File: config.mk
export PLATFORM = sky130hd
export DESIGN_NAME = spwc_ram
export DESIGN_NICKNAME = d
export VERILOG_FILES = /design/src/rtl/core/spwc_ram.sv
export SDC_FILE = /design/constraint.sdc
export NUM_CORES = 2
export LEC_CHECK = 0
export BUFFER_PORTS_ARGS = -buffer_cell sky130_fd_sc_hd__buf_4
export CAP_MARGIN = 20
export CORE_ASPECT_RATIO = 0.7
export CORE_MARGIN = 2
export CORE_UTILIZATION = 40
export CTS_CLUSTER_SIZE = 30
export DETAILED_ROUTE_END_ITERATION = 10
export GPL_TIMING_DRIVEN = 0
export MAX_ROUTING_LAYER = met4
export PLACE_DENSITY_LB_ADDON = 0.3
export RECOVER_POWER = 50
export SYNTH_ARGS = -nofsm -noshare
export SYNTH_HDL_FRONTEND = slang
export SYNTH_SLANG_ARGS = --single-unit
File: constraint.sdc
create_clock -name i_clk -period 3.95 [get_ports i_clk]
set_input_delay 0.79 -clock i_clk [delete_from_list [all_inputs] [get_ports i_clk]]
set_output_delay 0.79 -clock i_clk [all_outputs]
set_load 0.01 [all_outputs]
File: src/rtl/core/spwc_ram.sv
// Generic single-port-write, single-port-read RAM with registered read data.
// No dependencies.
module spwc_ram #(
    parameter int WIDTH = 32,
    parameter int DEPTH = 64
) (
    input  logic                                     i_clk,
    input  logic                                     i_we,
    input  logic [((DEPTH > 1) ? $clog2(DEPTH) : 1)-1:0] i_waddr,
    input  logic [WIDTH-1:0]                         i_wdata,
    input  logic                                     i_re,
    input  logic [((DEPTH > 1) ? $clog2(DEPTH) : 1)-1:0] i_raddr,
    output logic [WIDTH-1:0]                         o_rdata
);

    logic [WIDTH-1:0] r_mem [DEPTH];
    logic [WIDTH-1:0] r_rdata;

    always_ff @(posedge i_clk) begin
        if (i_we) begin
            r_mem[i_waddr] <= i_wdata;
        end
        if (i_re) begin
            r_rdata <= r_mem[i_raddr];
        end
    end

    assign o_rdata = r_rdata;

endmodule

==> reports/metrics.csv <==
stage,metric,value,unit
grt,initial antenna violation count,20,
timing,Pins Over Slew Limit,2122,
place,Final Wtd Congestion,0.936,
timing,min Tclk post-route,4030,ps
grt,largest net degree at the start of global routing,65,
floorplan,width of the die,535,um
flow_run,max_cap viols,34,
route,DRC Markers,0,
clock_network,root buf cell,clkbuf_16,
synth,post-synthesis sequential area ratio,79.2,%
synth,Synth Warn #,0,
floorplan,Cell Rows,136,
clock_network,htree depth,4,
hold_path,Hold Crit Class,input port to register,
hold_path,Min-Delay Endpoint,r_mem[55][5],
timing,"Period Utilization, post-route",102,%
grt,GRT Util Overall,25.1,%
power,Tot Pwr,45.8,mW
clock_network,# clock sinks,2080,
worst_setup_path,Critical R2R Launch,r_mem[26][22],
place,worst slack at placement,-1530,ps
grt,global-route wire length before repair,330000,um
finish,Layout area overhead,16.1,%
timing,Worst Skew,52.7,ps
synth,syn_nets,3371,
clock_network,Num CTS Buffers,197,
synth,"Distinct cells, synth",33,
place,PortBufs,70,
route,Vias,40195,
timing,setup ws final,-84.3,ps
synth,post-synth top area share,79.2,%
run_status,outcome,"complete, but fails checks",
floorplan,die area,0.201,mm^2
worst_setup_path,Setup crit end kind,register,
worst_setup_path,CP startpoint kind,input port,
run_status,failing checks,"max-capacitance violations, max-slew violations, negative setup slack",
worst_setup_path,r2r setup slk,1200,ps
synth,post-synthesis register bit count,2080,
clock_network,Skew-Pair Late Insertion Delay,840,ps
floorplan,Die H,375,um
finish,Post-layout nets,3756,
grt,vias in the first global route,37936,
hold_path,min-delay src,i_waddr[2],
worst_setup_path,CP max FO,10,
route,Avg Vias per Cell,6.20,
synth,asr flop ratio synth,0,%
synth,top cell type by total area after synthesis,edfxtp_1,
timing,FMAX,248,MHz
worst_setup_path,Setup CP Type,input port to register,
route,Starting DRT DRC Count,7785,
timing,final hold vios,0,
route,Final ANT Viol Nets,0,
clock_network,CTS Buffer Depth,4,
synth,gate count of the mapped netlist,3324,
timing,RSZ-0062 raised after global routing,false,
finish,fin cells,6487,
route,DRT Pass-1 Iters,6,
clock_network,CTS tree,built,
power,LEAKAGE,28.1,nW
place,placed cells,6131,
grt,grt total ovfl,0,
worst_setup_path,worst path arrival time,4510,ps
worst_setup_path,worst reg2reg path endpoint,o_rdata[22],
floorplan,core area,0.196,mm^2
timing,Finish-stage setup viols,7,
route,wire per inst,37.9,um
worst_setup_path,Critical Path RT,4430,ps
floorplan,Initial Utilization,40.2,%
synth,cell area after synthesis,0.0788,mm^2
place,DP Wirelength,162000,um
floorplan,I/O pin total,79,
clock_network,"Reg clk slew, reported paths",60,ps
hold_path,worst hold stages,3,
synth,syn_area_per_cell,23.7,um^2
worst_setup_path,R2R cell count,4,
synth,Most used DFF post-synth,edfxtp_1,
timing,Least-Margin Pin Slew,3690,ps
route,Post-Route WL,246000,um
finish,share of layout cells above drive strength 1,29.2,%
power,Peak VDD IR,0.000354,V
synth,Post-synth EDFFs,2080,
timing,Relative slew margins,-146,%
power,Pwr Density,501,mW/mm^2
synth,ranking of synthesized cells by area,"edfxtp_1 (79%), mux4_2 (16%), mux2i_1 (1.2%), o22ai_1 (0.67%), nor2_1 (0.65%)",
finish,Filler cells,15908,
[state kept, by name (all words and copies together), names as in the netlist]
signal / cells
o_rdata: 32
r_mem: 2048
[cells in the final DEF (no fill, tap or decap), types with 4 or more instances in the layout]
cell type	instances
nor2_1	79
buf_2	57
clkinv_8	4
nand2_1	26
nor2b_1	15
inv_6	4
buf_12	50
buf_16	34
a41o_1	4
bufinv_16	19
clkbuf_2	10
edfxtp_1	2080
mux2i_1	93
o22ai_1	84
mux4_2	544
nor3_1	5
clkinv_1	50
buf_1	16
and3_1	4
buf_6	14
nor2_4	58
a311oi_1	8
clkbuf_1	134
o221ai_1	27
clkinv_2	28
buf_4	64
nand2b_1	7
nand3_1	5
buf_8	21
o32ai_1	4
a21oi_1	56
clkbuf_16	197
clkinvlp_4	7
diode_2	11
a21oi_2	6
a22oi_1	12
nand3b_1	5
[power by group]
| group | total, mW | internal (mW) | switching, mW |
|---|---|---|---|
| clock network | 18.5 | 10.4 | 8.14 |
| logic | 2.73 | 0.862 | 1.87 |
| registers | 24.6 | 24.5 | 0.0439 |
[synth_stat cells, drive strengths merged, types with 2 or more instances]
library cell / number
nor2: 137
nor3: 7
and3: 4
nand2: 26
a21oi: 62
nor2b: 15
or2: 3
mux4: 544
a311oi: 8
o32ai: 4
nand3b: 5
and2: 2
edfxtp: 2080
nand3: 5
mux2i: 93
buf: 108
nand4: 2
or3b: 5
a41o: 4
o22ai: 84
or3: 3
o221ai: 27
clkbuf: 74
a22oi: 12
nand2b: 8
[cell type report]
cell class	instances	area [um^2]	area share, %
diodes	11	27.5	0.0301
plain buffers	181	905	0.988
clock buffers	231	5060	5.53
clock inverters	113	1060	1.16
multi-input cells	1062	16000	17.4
flip-flops and latches	2080	62500	68.2
well taps	2622	3280	3.58
repair buffers	187	2780	3.03
[kinds of logic after synthesis]
logic type	count (synthesis)	share of synthesized area, %
compound gates	202	1.67
buf+inv	182	1.12
flops	2080	79.2
mux	637	16.7
simple gates	223	1.26
[how the worst max path moves through the flow]
| stage | start | end | cells past startpoint |
|---|---|---|---|
| 6_report | i_raddr[1] | o_rdata[18] | 7 |
| 5_1_grt | i_raddr[1] | o_rdata[26] | 9 |
| 4_1_cts | i_raddr[1] | o_rdata[16] | 9 |
| 3_5_place_dp | i_raddr[1] | o_rdata[19] | 9 |
| 3_3_place_gp | i_waddr[3] | r_mem[48][16] | 4 |
| 2_1_floorplan | i_waddr[3] | r_mem[48][0] | 4 |
[through the flow]
stage / setup TNS (ps) / hold WS (ps) / cell area, um^2 / utilization [%]
after global placement: -3623310 / 959 / 82600 / 42.2
after CTS: 0 / 430 / 91600 / 46.7
final: -320 / 714 / 91500 / 46.7
after detailed placement: -24510 / 969 / 85500 / 43.6
after floorplan: 0 / 750 / 78800 / -
after global routing: 0 / 703 / 91500 / 46.7
[critical path, cell delays in order]
cell and delay (ps):
buf_2 470, clkbuf_1 370, clkbuf_1 910, mux4_2 410, mux4_2 580, o22ai_1 580, nor2_1 370
[layer usage]
metal / wire length, um / part of all wire, % / global-route usage (%)
met1: 99800 / 41 / 36.5
met2: 102000 / 42 / 33.1
met3: 34900 / 14 / 8.13
met4: 8780 / 3.6 / 8.05
met5: 0 / 0 / -
[what timing repair did]
| item | CTS | global route |
|---|---|---|
| gates resized for setup | 4 | 21 |
| endpoints found under the hold margin | 0 | 0 |
| endpoints found under the setup margin | 12 | 9 |
| pin swaps | 1 | 0 |
| buffers inserted | 2 | 0 |
| hold buffers | 0 | 0 |
Power figures use the tool's default switching activity.
