[config.mk]
export PLATFORM = sky130hd
export DESIGN_NAME = spwc_bump
export DESIGN_NICKNAME = d
export VERILOG_FILES = /design/src/rtl/core/spwc_pkg.sv /design/src/rtl/core/spwc_bump.sv
export SDC_FILE = /design/constraint.sdc
export NUM_CORES = 1
export LEC_CHECK = 0
export BUFFER_PORTS_ARGS = -buffer_cell sky130_fd_sc_hd__clkbuf_2
export CAP_MARGIN = 20
export CORE_MARGIN = 2
export CORE_UTILIZATION = 50
export DETAILED_ROUTE_END_ITERATION = 8
export PLACE_DENSITY = 0.88
export SYNTH_ARGS = -nofsm -noshare
export SYNTH_HDL_FRONTEND = slang
export SYNTH_SLANG_ARGS = --single-unit
[constraint.sdc]
create_clock -name vclk -period 8.4
set_clock_uncertainty 0.1 [all_clocks]
set_input_delay 0.42 -clock vclk [all_inputs]
set_output_delay 0.42 -clock vclk [all_outputs]
set_load 0.005 [all_outputs]
[src/rtl/core/spwc_pkg.sv]
// Package for the sampled page write counter.
// Holds the transaction payload types, status, mode, region and register codes, reset values and fixed widths.
// No dependencies.
package spwc_pkg;

    localparam int ADDR_W     = 64;
    localparam int PAGE_SHIFT = 12;
    localparam int PAGE_W     = 52;
    localparam int CNT_W      = 32;
    localparam int SCOUNT_W   = 7;
    localparam int CFG_IDX_W  = 3;
    localparam int CFG_DATA_W = 52;

    // Reset values of the configuration registers
    localparam logic [CNT_W-1:0]    THRESHOLD_RST   = 32'd16;
    localparam logic [SCOUNT_W-1:0] STACK_COUNT_RST = 7'd64;

    // Configuration register indexes
    localparam logic [CFG_IDX_W-1:0] CFG_THRESHOLD   = 3'd0;
    localparam logic [CFG_IDX_W-1:0] CFG_DATA_BASE   = 3'd1;
    localparam logic [CFG_IDX_W-1:0] CFG_STACK_BASE  = 3'd2;
    localparam logic [CFG_IDX_W-1:0] CFG_STACK_COUNT = 3'd3;
    localparam logic [CFG_IDX_W-1:0] CFG_STACK_EN    = 3'd4;

    // Input modes
    localparam logic MODE_TICK  = 1'b0;
    localparam logic MODE_WRITE = 1'b1;

    // Result status codes
    localparam logic [1:0] ST_COUNTED = 2'd0;
    localparam logic [1:0] ST_ARMED   = 2'd1;
    localparam logic [1:0] ST_IGNORED = 2'd2;
    localparam logic [1:0] ST_RANGE   = 2'd3;

    // Region codes
    localparam logic REGION_DATA  = 1'b0;
    localparam logic REGION_STACK = 1'b1;

    typedef struct packed {
        logic              mode;
        logic [ADDR_W-1:0] write_addr;
    } t_in_item;

    typedef struct packed {
        logic              rebalance;
        logic [PAGE_W-1:0] page_number;
        logic              region;
        logic [1:0]        status;
    } t_out_item;

endpackage

[src/rtl/core/spwc_bump.sv]
// Counter update: saturating increment, threshold compare and clear on hit.
// Depends on spwc_pkg.
module spwc_bump import spwc_pkg::*; (
    input  logic [CNT_W-1:0] i_count,
    input  logic [CNT_W-1:0] i_threshold,
    output logic [CNT_W-1:0] o_next,
    output logic             o_hit
);

    logic [CNT_W-1:0] cnt_inc;

    assign cnt_inc = (i_count == '1) ? i_count : (i_count + CNT_W'(1));
    assign o_hit   = cnt_inc >= i_threshold;
    assign o_next  = o_hit ? '0 : cnt_inc;

endmodule

==> out/metrics.cfg, run 1 <==
[status]
status=finished clean

[synthesis]
synth_top_area_cell=ha_1
synth_top_area_share_pct=22.6
yosys-top-cells-area=ha_1, and2_1, xor2_1
synth_area_per_cell_um2=7.03
synth_area_mm2=0.00183
netlist_top_cells_count=ha_1, inv_1, and2_1, nand2_1, nand4_1
syn-num-nets=357
seq_area_frac_synth_pct=0
yosysWarnings=0
synthCells=260
synth.distinct_cells=44

[pwr]
p_per_area_mw_per_mm2=45.3
totalPowerFinal_w=0.000106
ir_drop_uv=29.7
leakage_nw=1.31

[setup_path]
cp_data_required_time_ns=7.88
crit_path_end=o_next[14]
crit_type=input pin to output port
end_kind=output port
cp_data_arrival_time_ns=4.54
crit_path_start_kind=input pin
worstPathMaxFanout=30
crit_start=i_count[0]

[die]
dieHeight_um=64.5
coreArea_mm2=0.00342
rows=21
initial_utilization_pct=53.5
die_area_mm2=0.00416
die_width_um=64.5
ioPinCount=97

[layout]
syn2layout_area_growth_pct=28.5
clkbuf_count=0
final_nets=451
diodes=0
finish.utilization_pct=68.8
seq_cell_count=0
final-seq-area_um2=0
layout-drive-gt1-share_pct=31.5
fill_cells=311
fin_cells=398

[sta]
period_needed_ns=5.06
slew_violations=0
setup_viol=0
rsz0062_at_grt=no
setup_tns_ns=0
timing.final.crit_share_pct=60.2
final-hold-violation-count=0
slew_headroom_pct=45.7
tightest_slew_ns=0.815
worst_slack_ns=3.34
max_freq_ghz=0.198

[grt]
grt_usage_pct=25.4
grt_pass1_vias=2042
grt_overflow=0
grt_max_degree=31
grt_use_met1_pct=32.1
busiest_layer=met2
antenna_found_initial=0
use_met2_pct=47.9
met3_usage_pct=2.08
grt_pass1_wl_mm=8.84

[placed_design]
dp_hpwl_mm=4.73
port_buffers=97
dp.cells=398
gp_congestion=0.938
dp_slack_ns=3.45

[routing]
vias=2210
routed_wl_mm=5.28
firstDrtPassIters=5
drt-initial-drc-count=98
drcViolationCount=0
wl_per_cell_um=13.3
via_per_inst=5.55
postRouteAntennaNets=0

[clocking]
cts_hold_buf=0
cts_resized=0
cts_setup_buffers=0

[min_path]
hp-start=i_count[11]
hp-class=input pin to output port
hold_path_depth=4

[flow_run]
cap_violations=0

==> how the worst min path moves through the flow <==
| stage | endpoint | slack, ns |
|---|---|---|
| floorplan | o_next[0] | 0.92 |
| global placement | o_next[11] | 1.16 |
| detailed placement | o_next[11] | 1.15 |
| CTS | o_next[11] | 1.15 |
| global route | o_next[11] | 1.18 |
| finish | o_next[11] | 1.15 |
==> critical path, stage by stage <==
cell	delay, ns
clkbuf_2	0.14
ha_1	0.23
nand3_1	0.20
nor3_1	0.35
nand2_1	0.23
nor2_1	0.24
mux2_1	0.36
ha_1	0.29
a2111oi_0	0.40
o32ai_1	0.15
o41ai_1	0.26
and2_1	0.72
inv_2	0.15
nor3_1	0.23
clkbuf_2	0.17
==> metrics by stage <==
stage          area [µm²]  hold WS, ns
2_1_floorplan        1830        0.920
3_3_place_gp         2350         1.16
3_5_place_dp         2350         1.15
4_1_cts              2350         1.15
5_1_grt              2350         1.18
6_report             2350         1.15
==> kinds of logic (layout without fill, tap and decap cells) <==
logic type,count (synthesis),in the layout,share of synthesized area [%]
buf+inv,39,131,8.21
mux,1,1,0.616
xor+xnor,26,26,13.3
fa+ha+maj,33,33,22.6
compound gates,33,33,12.1
simple gates,128,128,43.2
==> area by class of cell <==
type | instances | area [µm²] | area share (%)
inverters | 34 | 128 | 5.43
multi-input cells | 221 | 1680 | 71.4
well taps | 46 | 57.6 | 2.45
repair buffers | 97 | 485 | 20.7
==> placed cells by master, fill, tap and decap left out, types with 2 or more instances in the layout <==
cell | netlist | routed
and2_1 | 30 | 30
nor3_1 | 9 | 9
xor2_1 | 15 | 15
nand2_1 | 18 | 18
nand4_1 | 16 | 16
and3_1 | 4 | 4
xnor2_2 | 2 | 2
a221oi_1 | 2 | 2
a21oi_1 | 12 | 12
o21a_1 | 2 | 2
a21o_1 | 5 | 5
nand4_2 | 2 | 2
inv_1 | 33 | 33
xnor2_1 | 9 | 9
a31oi_1 | 2 | 2
and4_1 | 6 | 6
nor3_2 | 2 | 2
nor4_1 | 3 | 3
nor2_1 | 13 | 13
nand3_1 | 15 | 15
clkbuf_2 | 0 | 97
ha_1 | 33 | 33
o21ai_0 | 2 | 2
==> routing by layer <==
metal  share of wire (%)  vias to the layer above
met4                0.66                        0
met3                 7.2                        4
met5                   0                        -
li1                    -                     1117
met1                  42                      988
met2                  50                      101
==> power breakdown <==
part | switching (W) | internal, W | leakage, nW | total (W)
clock | 0 | 0 | 0 | 0
combinational | 0.0000559 | 0.0000506 | 1.31 | 0.000106
sequential | 0 | 0 | 0 | 0
total | 0.0000559 | 0.0000506 | 1.31 | 0.000106
Power figures use the tool's default switching activity.
==> run 2, diff against run 1 <==
Settings changed: CORE_UTILIZATION 50 to 44, PLACE_DENSITY 0.88 to 0.82.
Clock period 8.4 ns to 4.13 ns, I/O delays scaled along.
==> out/metrics.cfg, run 2 (synthesis gave the netlist of run 1 again) <==
[layout]
final_nets=453  ; was 451
layout-drive-gt1-share_pct=33.3  ; was 31.5%
diodes=0  ; unchanged
syn2layout_area_growth_pct=31.8  ; was 28.5%
final-seq-area_um2=0  ; unchanged
final_cell_mix=clkbuf_2, inv_1, ha_1, and2_1, nand2_1  ; unchanged
seq_cell_count=0  ; unchanged
final_common_cell=clkbuf_2  ; unchanged
clkbuf_count=0  ; unchanged
fin_cells=404  ; was 398
postLayoutCellArea_mm2=0.00241  ; was 0.00235 mm²

[die]
die_width_um=68.5  ; was 64.5 µm
dieHeight_um=68.5  ; was 64.5 µm
rows=23  ; was 21
initial_utilization_pct=45.7  ; was 53.5%
die_area_mm2=0.00469  ; was 0.00416 mm²
coreArea_mm2=0.00400  ; was 0.00342 mm²
ioPinCount=97  ; unchanged

[grt]
grt_max_degree=30  ; was 31
grt_overflow=0  ; unchanged
grt_pass1_vias=1964  ; was 2,042
grt_pass1_wl_mm=8.20  ; was 8.84 mm
grt_usage_pct=22.0  ; was 25.4%
antenna_found_initial=0  ; unchanged

[routing]
postRouteAntennaNets=0  ; unchanged
firstDrtPassIters=4  ; was 5
wl_per_cell_um=13.1  ; was 13.3 µm
routed_wl_mm=5.31  ; was 5.28 mm
vias=2210  ; unchanged
via_per_inst=5.47  ; was 5.55
drcViolationCount=0  ; unchanged
drt-initial-drc-count=70  ; was 98

[placed_design]
dp_hpwl_mm=4.57  ; was 4.73 mm
port_buffers=97  ; unchanged
gp_congestion=1.01  ; was 0.938
placed_area_mm2=0.00236  ; was 0.00235 mm²
dp.cells=403  ; was 398

[sta]
final-hold-violation-count=0  ; unchanged
setup_viol=0  ; unchanged
tightest_slew_ns=0.460  ; was 0.815 ns
slew_headroom_pct=69.1  ; was 45.7%
timing.final.crit_share_pct=94.2
slew_violations=0  ; unchanged
period_needed_ns=3.89
max_freq_ghz=0.257
whs_ns=0.735  ; was 1.15 ns

[pwr]
totalPowerFinal_w=0.000221  ; was 0.000106 W
leakage_nw=1.34  ; was 1.31 nW
ir_drop_uv=57.6  ; was 29.7 µV
power_frac_seq_pct=0  ; about the same
pwr-share-clk_pct=0  ; about the same
power.share.combinational_pct=100.0  ; about the same
p_per_area_mw_per_mm2=91.7  ; was 45.3 mW/mm²
p_int_w=0.000106  ; was 0.0000506 W
p_switching_w=0.000115  ; was 0.0000559 W
switching_share_pct=52.1  ; was 52.5%

[min_path]
hp-start=i_count[11]  ; unchanged
min_delay_worst_endpoint=o_next[11]  ; unchanged
hp-class=input pin to output port  ; unchanged
hold_path_depth=4  ; unchanged

[setup_path]
cp_data_required_time_ns=3.82  ; was 7.88 ns
end_kind=output port  ; unchanged
crit_path_start_kind=input pin  ; unchanged
crit_type=input pin to output port  ; unchanged
worstPathMaxFanout=29  ; was 30
cp_data_arrival_time_ns=3.58  ; was 4.54 ns

[flow_run]
cap_violations=0  ; unchanged

[clocking]
cts_hold_buf=0  ; unchanged

[status]
status=finished clean  ; unchanged

==> run 2: cell type report <==
class                           count  area (µm²)
Multi-Input combinational cell    221        1720
Fill cell                         390        1590
Tap cell                           50        62.6
Inverter                           34         128
Timing Repair Buffer               99         500
==> run 2: critical path, stage by stage <==
cell and delay (ns):
clkbuf_2 0.13, ha_1 0.22, and3_2 0.28, nand4_4 0.16, nor3_4 0.24, buf_4 0.19
nor4_1 0.06, xor2_1 0.17, ha_1 0.32, nand4_1 0.14, or3_1 0.40, o32ai_1 0.27
o41ai_1 0.09, and2_1 0.17, buf_4 0.22, and2_1 0.19, clkbuf_2 0.11
==> run 2: routing by layer <==
layer	vias to the layer above	GRT usage, %	wire length, µm
met5	-	0	0
met4	0	1.50	40
met3	4	0.822	336
met2	88	42.8	2740
met1	995	27.5	2190
li1	1123	-	-
==> run 2: power groups by stage <==
stage | combinational [W] | sequential [W] | clock [W]
finish | 0.000221 | 0 | 0
global route | 0.000249 | 0 | 0
CTS | 0.000219 | 0 | 0
detailed placement | 0.000216 | 0 | 0
global placement | 0.000210 | 0 | 0
floorplan | 0.000117 | 0 | 0
==> run 2: worst max path at each step <==
stage,slack [ns],to,start,cells after the start
after global placement,0.22,o_next[9],i_count[0],15
after global routing,-0.01,o_next[3],i_count[0],15
after floorplan,0.82,o_next[14],i_count[0],14
final,0.24,o_next[3],i_count[0],17
after CTS,0.09,o_next[2],i_count[0],15
after detailed placement,0.02,o_next[15],i_count[0],15
==> run 2: what timing repair did <==
| action | 4_1_cts | 5_1_grt |
|---|---|---|
| buffers inserted | 1 | 0 |
| gates resized for setup | 1 | 8 |
| endpoints found under the setup margin | 29 | 30 |
| pin swaps | 1 | 0 |
==> run 2: through the flow <==
step,setup WS (ns),setup TNS (ns),util [%]
2_1_floorplan,0.822,0,-
3_3_place_gp,0.220,0,59.0
3_5_place_dp,0.0214,0,59.0
4_1_cts,0.0872,0,59.2
5_1_grt,-0.0111,-0.0237,60.2
6_report,0.239,0,60.2
