[config.mk]
export PLATFORM = sky130hd
export DESIGN_NAME = spwc_decode
export DESIGN_NICKNAME = d
export VERILOG_FILES = /design/src/rtl/core/spwc_pkg.sv /design/src/rtl/core/spwc_decode.sv
export SDC_FILE = /design/constraint.sdc
export NUM_CORES = 1
export LEC_CHECK = 0
export ABC_CLOCK_PERIOD_IN_PS = 4410
export BUFFER_PORTS_ARGS = -buffer_cell sky130_fd_sc_hd__buf_2
export CORE_ASPECT_RATIO = 0.5
export CORE_MARGIN = 2
export CORE_UTILIZATION = 52
export DETAILED_ROUTE_END_ITERATION = 12
export MAX_ROUTING_LAYER = met4
export PLACE_DENSITY = 0.82
export RECOVER_POWER = 25
export SETUP_SLACK_MARGIN = 0.5
export SYNTH_ARGS = -nofsm -noshare
export SYNTH_HDL_FRONTEND = slang
export SYNTH_SLANG_ARGS = --single-unit
[constraint.sdc]
create_clock -name vclk -period 4.41
set_input_delay 0.441 -clock vclk [all_inputs]
set_output_delay 0.441 -clock vclk [all_outputs]
set_load 0.02 [all_outputs]
[src/rtl/core/spwc_pkg.sv]
// Package for the sampled page write counter.
// Holds the transaction payload types, status, mode, region and register codes, reset values and fixed widths.
// No dependencies.
package spwc_pkg;

    localparam int ADDR_W     = 64;
    localparam int PAGE_SHIFT = 12;
    localparam int PAGE_W     = 52;
    localparam int CNT_W      = 32;
    localparam int SCOUNT_W   = 7;
    localparam int CFG_IDX_W  = 3;
    localparam int CFG_DATA_W = 52;

    // Reset values of the configuration registers
    localparam logic [CNT_W-1:0]    THRESHOLD_RST   = 32'd16;
    localparam logic [SCOUNT_W-1:0] STACK_COUNT_RST = 7'd64;

    // Configuration register indexes
    localparam logic [CFG_IDX_W-1:0] CFG_THRESHOLD   = 3'd0;
    localparam logic [CFG_IDX_W-1:0] CFG_DATA_BASE   = 3'd1;
    localparam logic [CFG_IDX_W-1:0] CFG_STACK_BASE  = 3'd2;
    localparam logic [CFG_IDX_W-1:0] CFG_STACK_COUNT = 3'd3;
    localparam logic [CFG_IDX_W-1:0] CFG_STACK_EN    = 3'd4;

    // Input modes
    localparam logic MODE_TICK  = 1'b0;
    localparam logic MODE_WRITE = 1'b1;

    // Result status codes
    localparam logic [1:0] ST_COUNTED = 2'd0;
    localparam logic [1:0] ST_ARMED   = 2'd1;
    localparam logic [1:0] ST_IGNORED = 2'd2;
    localparam logic [1:0] ST_RANGE   = 2'd3;

    // Region codes
    localparam logic REGION_DATA  = 1'b0;
    localparam logic REGION_STACK = 1'b1;

    typedef struct packed {
        logic              mode;
        logic [ADDR_W-1:0] write_addr;
    } t_in_item;

    typedef struct packed {
        logic              rebalance;
        logic [PAGE_W-1:0] page_number;
        logic              region;
        logic [1:0]        status;
    } t_out_item;

endpackage

[src/rtl/core/spwc_decode.sv]
// Page decode: region choice, stack mirror fold, range check and counter index.
// Depends on spwc_pkg.
module spwc_decode import spwc_pkg::*; #(
    parameter int DATA_PAGES      = 1024,
    parameter int STACK_PAGES_MAX = 64,
    localparam int DIDX_W = (DATA_PAGES > 1) ? $clog2(DATA_PAGES) : 1,
    localparam int SIDX_W = (STACK_PAGES_MAX > 1) ? $clog2(STACK_PAGES_MAX) : 1
) (
    input  t_in_item            i_item,
    input  logic                i_armed,
    input  logic [PAGE_W-1:0]   i_data_base,
    input  logic [PAGE_W-1:0]   i_stack_base,
    input  logic [SCOUNT_W-1:0] i_stack_count,
    input  logic                i_stack_en,
    output t_out_item           o_item,
    output logic [DIDX_W-1:0]   o_didx,
    output logic [SIDX_W-1:0]   o_sidx
);

    localparam int NW = ($clog2(STACK_PAGES_MAX + 1) > SCOUNT_W) ?
                        $clog2(STACK_PAGES_MAX + 1) : SCOUNT_W;

    logic [PAGE_W-1:0] page;
    logic [NW-1:0]     n_raw;
    logic [NW-1:0]     n_eff;
    logic [PAGE_W-1:0] n_page;
    logic [PAGE_W-1:0] srel;
    logic [PAGE_W-1:0] srel_fold;
    logic [PAGE_W-1:0] drel;
    logic              is_stack;
    logic              fold;
    logic              s_oor;
    logic              d_in;
    logic [PAGE_W-1:0] pn_stack;

    assign page  = i_item.write_addr[PAGE_SHIFT +: PAGE_W];
    assign n_raw = NW'(i_stack_count);

    // Clamp the stack page count into 1..STACK_PAGES_MAX
    always_comb begin
        if (n_raw == '0) begin
            n_eff = NW'(1);
        end else if (n_raw > NW'(STACK_PAGES_MAX)) begin
            n_eff = NW'(STACK_PAGES_MAX);
        end else begin
            n_eff = n_raw;
        end
    end

    assign n_page    = PAGE_W'(n_eff);
    assign is_stack  = i_stack_en && (page >= i_stack_base);
    assign srel      = page - i_stack_base;
    assign fold      = srel >= n_page;
    // Beyond the mirror once folded means at or above twice the count
    assign s_oor     = {1'b0, srel} >= ({1'b0, n_page} << 1);
    assign srel_fold = fold ? (srel - n_page) : srel;
    assign pn_stack  = fold ? (page - n_page) : page;
    assign o_sidx    = srel_fold[SIDX_W-1:0];

    assign drel   = page - i_data_base;
    assign d_in   = (page >= i_data_base) && (drel < PAGE_W'(DATA_PAGES));
    assign o_didx = drel[DIDX_W-1:0];

    always_comb begin
        o_item = '0;
        if (i_item.mode == MODE_TICK) begin
            o_item.status = ST_ARMED;
        end else if (!i_armed) begin
            o_item.status = ST_IGNORED;
        end else if (is_stack) begin
            o_item.region      = REGION_STACK;
            o_item.page_number = pn_stack;
            o_item.status      = s_oor ? ST_RANGE : ST_COUNTED;
        end else begin
            o_item.region      = REGION_DATA;
            o_item.page_number = page;
            o_item.status      = d_in ? ST_COUNTED : ST_RANGE;
        end
    end

endmodule

==> impl_metrics.ini, run 1 <==
[synth]
synth_area_um2 = 9770
yosys_warnings = 0
yosys.area.top_type = ha_1
synth.avg_cell_area_um2 = 6.36
yosysUniqueCellTypes = 86
synth.top_cells.by_area = ha_1, a21oi_1, nand2_1
yosys.area.top_type_share_pct = 16.0
syn_nets = 1843
synth.most_common_cell = a21oi_1
ys_seq_area_share_pct = 0
syn_inst = 1536
synth_top_cells_by_count = a21oi_1, nand2_1, inv_1

[floorplan]
pin_count = 250
dieHeight_um = 101
placementRows = 35
start_util_pct = 53.1
die_w_um = 198

[global_route]
grt-ovfl-total = 652
grt_start_max_net_pins = 45
track_usage_pct = 93.3

[place]
dp_cells = 2432
gp_congestion = 1.25
hpwl_mm = 44.8
portBuffers = 237

[run_status]
haltStage = global routing
error_line = [ERROR GRT-0232] Routing congestion too high. Check the congestion heatmap in the GUI.
status = stopped before the end

[clock_tree]
postCtsHoldBufs = 0
==> metal layers <==
layer / GRT overflow / GRT usage [%]
met4: 152 / 98.1
met5: - / -
met1: 71 / 88.1
met3: 51 / 83.5
met2: 378 / 106
==> repair_timing <==
| action | 4_1_cts |
|---|---|
| gates cloned | 3 |
| setup endpoints to repair | 61 |
| pin swaps | 51 |
| hold endpoints to repair | 0 |
| resized for setup | 146 |
| setup buffers | 11 |
==> cell families after synthesis <==
family | count (synthesis) | synth area share (%)
simple gates | 548 | 29.2
compound gates | 541 | 35.8
buf+inv | 215 | 8.56
fa+ha+maj | 129 | 16.8
xor+xnor | 77 | 6.90
mux | 25 | 2.60
other cells | 1 | 0.0384
==> metrics by stage <==
stage                     setup TNS [ps]  util [%]  setup WS [ps]  area (um^2)
after floorplan                    -2040         -           -196        10600
after detailed placement          -52720      84.3          -1030        15500
after global placement            -33030      84.3           -755        15500
after CTS                         -42010      88.2           -823        16200
==> run 2, diff against run 1 <==
==> config.mk (replaced) <==
export PLATFORM = sky130hd
export DESIGN_NAME = spwc_decode
export DESIGN_NICKNAME = d
export VERILOG_FILES = /design/src/rtl/core/spwc_pkg.sv /design/src/rtl/core/spwc_decode.sv
export SDC_FILE = /design/constraint.sdc
export NUM_CORES = 1
export LEC_CHECK = 0
export ABC_CLOCK_PERIOD_IN_PS = 5700
export BUFFER_PORTS_ARGS = -buffer_cell sky130_fd_sc_hd__buf_2
export CORE_MARGIN = 2
export CORE_UTILIZATION = 40
export DETAILED_ROUTE_END_ITERATION = 12
export PLACE_DENSITY_LB_ADDON = 0.15
export RECOVER_POWER = 25
export SYNTH_ARGS = -nofsm -noshare
export SYNTH_HDL_FRONTEND = slang
export SYNTH_SLANG_ARGS = --single-unit
==> constraint.sdc (replaced) <==
create_clock -name vclk -period 5.7
set_input_delay 0.57 -clock vclk [all_inputs]
set_output_delay 0.57 -clock vclk [all_outputs]
set_load 0.02 [all_outputs]
==> run 2 against run 1 <==
Net effect: the flow now finishes without violations; synthesized area unchanged; synthesized cell count unchanged.
==> impl_metrics.ini, run 2 <==
[floorplan]
placementRows = 57
start_util_pct = 40.4
pin_count = 250
die_area_um2 = 25700
dieHeight_um = 160
coreArea_um2 = 24200
die_w_um = 160

[synth]
syn_inst = 1536
yosys_warnings = 0
yosysUniqueCellTypes = 86
synth.most_common_cell = a21oi_1
synth_top_cells_by_count = a21oi_1, nand2_1, inv_1
yosys.area.top_type = ha_1
synth.top_cells.by_area = ha_1, a21oi_1, nand2_1
syn_nets = 1843
synth.avg_cell_area_um2 = 6.36
yosys.area.top_type_share_pct = 16.0
ys_seq_area_share_pct = 0
synth_area_um2 = 9770

[place]
postPlaceCellArea_um2 = 11800
hpwl_mm = 36.7
dp_slack_ps = -0.298
portBuffers = 237
gp_congestion = 0.970

[detailed_routing]
drtIter0Drc = 1073
drt-pass1-iter-count = 6
num_vias = 12800
drc = 0
vias_per_cell = 6.02
wl_per_cell_um = 19.9
wl_mm = 42.3
final_antenna_net_count = 0

[global_route]
busiest_layer = met2
grt_start_max_net_pins = 45
track_usage_pct = 31.0
grt_use_met3_pct = 2.08
grt_first_pass_wirelength_mm = 64.1
use_met1_pct = 42.9
grt-ovfl-total = 0
antenna_found_initial = 0
use_met2_pct = 53.0
grt_pass1_vias = 11600

[worst_setup_path]
crit_path_start_kind = input port
path_class = in -> out
crit_path_end_kind = output port
required_ps = 5130
crit_fanout = 12
worstPathArrival_ps = 4900

[timing]
finalHoldViolCount = 0
finalWorstSetupSlack_ps = 233
slew_violations = 0
setup_viol = 0
max_freq_mhz = 183
worst_pin_slew_ps = 951
relSlewSlack_pct = 36.0
fin_tns_setup_ps = 0
fin_crit_sh_pct = 95.9
finalCriticalPeriod_ps = 5470

[clock_tree]
postCtsHoldBufs = 0

[layout]
stdcell_area_um2 = 11900
diodes = 0
fill_cells = 2610
final_nets = 2108
area_delta_synth_final_pct = 22.1
mostFrequentLayoutCells = buf_2, a21oi_1, nand2_1
nFlopsAndLatches = 0
layout_commonest_cell = buf_2
ff_latch_area_um2 = 0
drive_gt1_share_pct = 21.1
num-clock-buffers = 0

[run_status]
status = finished clean

[power_and_ir_drop]
p_leak_uw = 0.00556
powerDensity_nw_per_um2 = 118
ir_worst_vdd_v = 0.0000773

[run]
cap_violations = 0

[worst_hold_path]
hp-class = in -> out
==> run 2: cell counts after synthesis <==
Identical to the previous run, type by type.
==> run 2: cells by family after synthesis <==
kind of cell | after synthesis | share of synthesized area [%]
AO/OA/AOI/OAI | 541 | 35.8
other | 1 | 0.0384
adder cells (fa/ha/maj) | 129 | 16.8
buffers and inverters | 215 | 8.56
AND/OR/NAND/NOR | 548 | 29.2
XOR/XNOR | 77 | 6.90
multiplexers | 25 | 2.60
==> run 2: worst paths after layout <==
kind | from | endpoint | cells after the start
max | i_item[32] | o_item[41] | 17
min | i_armed | o_item[1] | 3
==> run 2: area by class of cell <==
| type | count | area [um^2] | share of cell area [%] |
|---|---|---|---|
| inverter | 142 | 533 | 4.47 |
| multi-input combinational | 1321 | 9040 | 75.8 |
| tap | 324 | 405 | 3.40 |
| timing repair buffer | 336 | 1950 | 16.4 |
==> run 2: stage by stage <==
step                      power [uW]  cells  hold slack, ps  util, %
after global routing            1530   2123            1520     49.3
after CTS                       1370   2121            1490     48.8
after global placement          1360   2120            1480     48.8
final                           1410   2123            1490     49.3
after floorplan                  903   1536            1310        -
after detailed placement        1360   2120            1490     48.8
==> run 2: what timing repair did <==
| item | 4_1_cts | 5_1_grt |
|---|---|---|
| gates cloned | 0 | 0 |
| buffers inserted | 1 | 2 |
| setup endpoints to repair | 1 | 60 |
| pin swaps | 1 | 3 |
| resized for setup | 0 | 34 |
==> run 2: report_power, final <==
group          switching [uW]  internal, uW
clock                       0             0
combinational             867           543
sequential                  0             0
==> run 2: worst max-delay path: stages <==
cell and delay, ps:
buf_2 170, ha_1 430, a21oi_1 250, o21ai_1 220, o21ai_0 360, a21boi_0 160, a211o_1 340, a31oi_1 290
mux2_2 380, nand3_1 130, nor4_4 70, nand4_4 160, o21ai_4 90, buf_4 210, nor4_1 520, mux2i_1 330
buf_2 210
==> run 2: metal layers <==
| layer | share of wire [%] | vias to the layer above | wire length [um] |
|---|---|---|---|
| met5 | 0 | - | 0 |
| met4 | 2.7 | 0 | 1130 |
| met3 | 7.9 | 56 | 3360 |
| met2 | 45 | 608 | 19200 |
| met1 | 44 | 5880 | 18600 |
| li1 | - | 6228 | - |
Power figures use the tool's default switching activity.
==> run 3, diff against run 2 <==
--- a/config.mk
+++ b/config.mk
@@ -5,7 +5,7 @@
 export SDC_FILE = /design/constraint.sdc
 export NUM_CORES = 1
 export LEC_CHECK = 0
-export ABC_CLOCK_PERIOD_IN_PS = 5700
+export ABC_CLOCK_PERIOD_IN_PS = 6200
 export BUFFER_PORTS_ARGS = -buffer_cell sky130_fd_sc_hd__buf_2
 export CORE_MARGIN = 2
 export CORE_UTILIZATION = 40
==> constraint.sdc (replaced) <==
create_clock -name vclk -period 6.2
set_input_delay 0.62 -clock vclk [all_inputs]
set_output_delay 0.62 -clock vclk [all_outputs]
set_load 0.02 [all_outputs]
==> run 3 against run 2 <==
Net effect: non-clock buffer count is 66 lower; first-iteration DRC count is 3.8% higher; flip-flop and latch count stayed put; global-route usage is 0.42 points lower; wire length is 2.2% lower; final cell count is 3.1% lower; via count is 2.1% lower; largest cell class unchanged.
==> impl_metrics.ini, run 3 (synthesized netlist as in run 2, its figures left out) <==
[run_status]
status = finished clean

[worst_setup_path]
crit_fanout = 37
path_class = in -> out
crit_path_start_kind = input port
worstPathCellList = buf_2, inv_1, ha_1, inv_1, fa_1, a211oi_1, o21ai_1, a2111o_1, nand3_1, o2111ai_1, nor4_1, o2111ai_1, or4_4, nor4_4, nand4_4, o21ai_4, buf_12, nor3_1, mux2i_1, buf_2
crit_buf_inv = 5
slowest_delay_ps = 460
crit_slowest_cell = or4_4
crit_path_end_kind = output port
critPathTopFamily = compound AO/OA/AOI/OAI gates
worstPathArrival_ps = 5300
required_ps = 5580

[worst_hold_path]
min_from = i_item[64]
whs_path_depth = 3
hp-class = in -> out
min_to = o_item[0]

[layout]
fin_cells = 2058
area_delta_synth_final_pct = 16.1
nFlopsAndLatches = 0
stdcell_area_um2 = 11300
final_nets = 2042
fill_cells = 2710
drive_gt1_share_pct = 17.0
layout_commonest_cell = buf_2
mostFrequentLayoutCells = buf_2, a21oi_1, inv_1, nand2_1, ha_1
num-clock-buffers = 0
ff_latch_area_um2 = 0
multi_input_area_um2 = 8950

[global_route]
antenna_found_initial = 0
grt-ovfl-total = 0
grt_first_pass_wirelength_mm = 63.3
grt_start_max_net_pins = 45
grt_pass1_vias = 11400
track_usage_pct = 30.6

[timing]
max_freq_mhz = 169
finalCriticalPeriod_ps = 5920
setup_viol = 0
worst_pin_slew_ps = 1050
fin_tns_setup_ps = 0
finalHoldViolCount = 0
rsz0062_at_grt = no
relSlewSlack_pct = 29.2
finalWorstSetupSlack_ps = 281
slew_violations = 0
fin_crit_sh_pct = 95.5

[detailed_routing]
wl_per_cell_um = 20.1
drt-pass1-iter-count = 6
drtIter0Drc = 1114
final_antenna_net_count = 0
wl_mm = 41.3
num_vias = 12500
vias_per_cell = 6.08
drc = 0

[place]
dp_cells = 2053
portBuffers = 237
gp_congestion = 0.978
hpwl_mm = 35.6
postPlaceCellArea_um2 = 11300
dp_slack_ps = 264

[floorplan]
die_area_um2 = 25700
start_util_pct = 40.4
die_w_um = 160
pin_count = 250
coreArea_um2 = 24200
placementRows = 57
dieHeight_um = 160

[run]
cap_violations = 0
[run 3: per-stage QoR]
| step | util (%) | hold slack, ps |
|---|---|---|
| finish | 46.9 | 1580 |
| global route | 46.9 | 1620 |
| CTS | 46.7 | 1580 |
| detailed placement | 46.7 | 1580 |
| global placement | 46.7 | 1580 |
| floorplan | - | 1410 |
[run 3: timing repair]
item | in CTS | in global routing
endpoints found under the setup margin | 0 | 38
resized for setup | 0 | 3
buffers inserted | 0 | 4
hold buffers | 0 | 0
[run 3: worst max-delay path by stage]
stage          cells past startpoint         end  slack, ps        from
6_report                          20  o_item[37]        280  i_item[12]
5_1_grt                           20  o_item[37]          8  i_item[12]
4_1_cts                           20  o_item[43]        250  i_item[12]
3_5_place_dp                      20  o_item[43]        260  i_item[12]
3_3_place_gp                      20  o_item[43]        300  i_item[12]
2_1_floorplan                     17   o_sidx[1]       1040  i_item[12]
[run 3: tightest hold or removal path, cell delays in order]
cell	delay [ps]
buf_2	110
o21ai_0	80
buf_2	150
[run 3: layer usage]
metal / GRT usage [%] / part of all wire, % / vias to the layer above
li1: - / - / 6127
met4: 9.09 / 3.5 / 0
met1: 42.4 / 45 / 5691
met3: 3.40 / 8.4 / 59
met5: 0 / 0 / -
met2: 49.9 / 43 / 628
[run 3: cell type report]
class	count	area share, %
antenna	1	0.0221
inverter	142	4.70
multi-input combinational	1321	78.9
tap	324	3.58
timing repair buffer	270	12.8
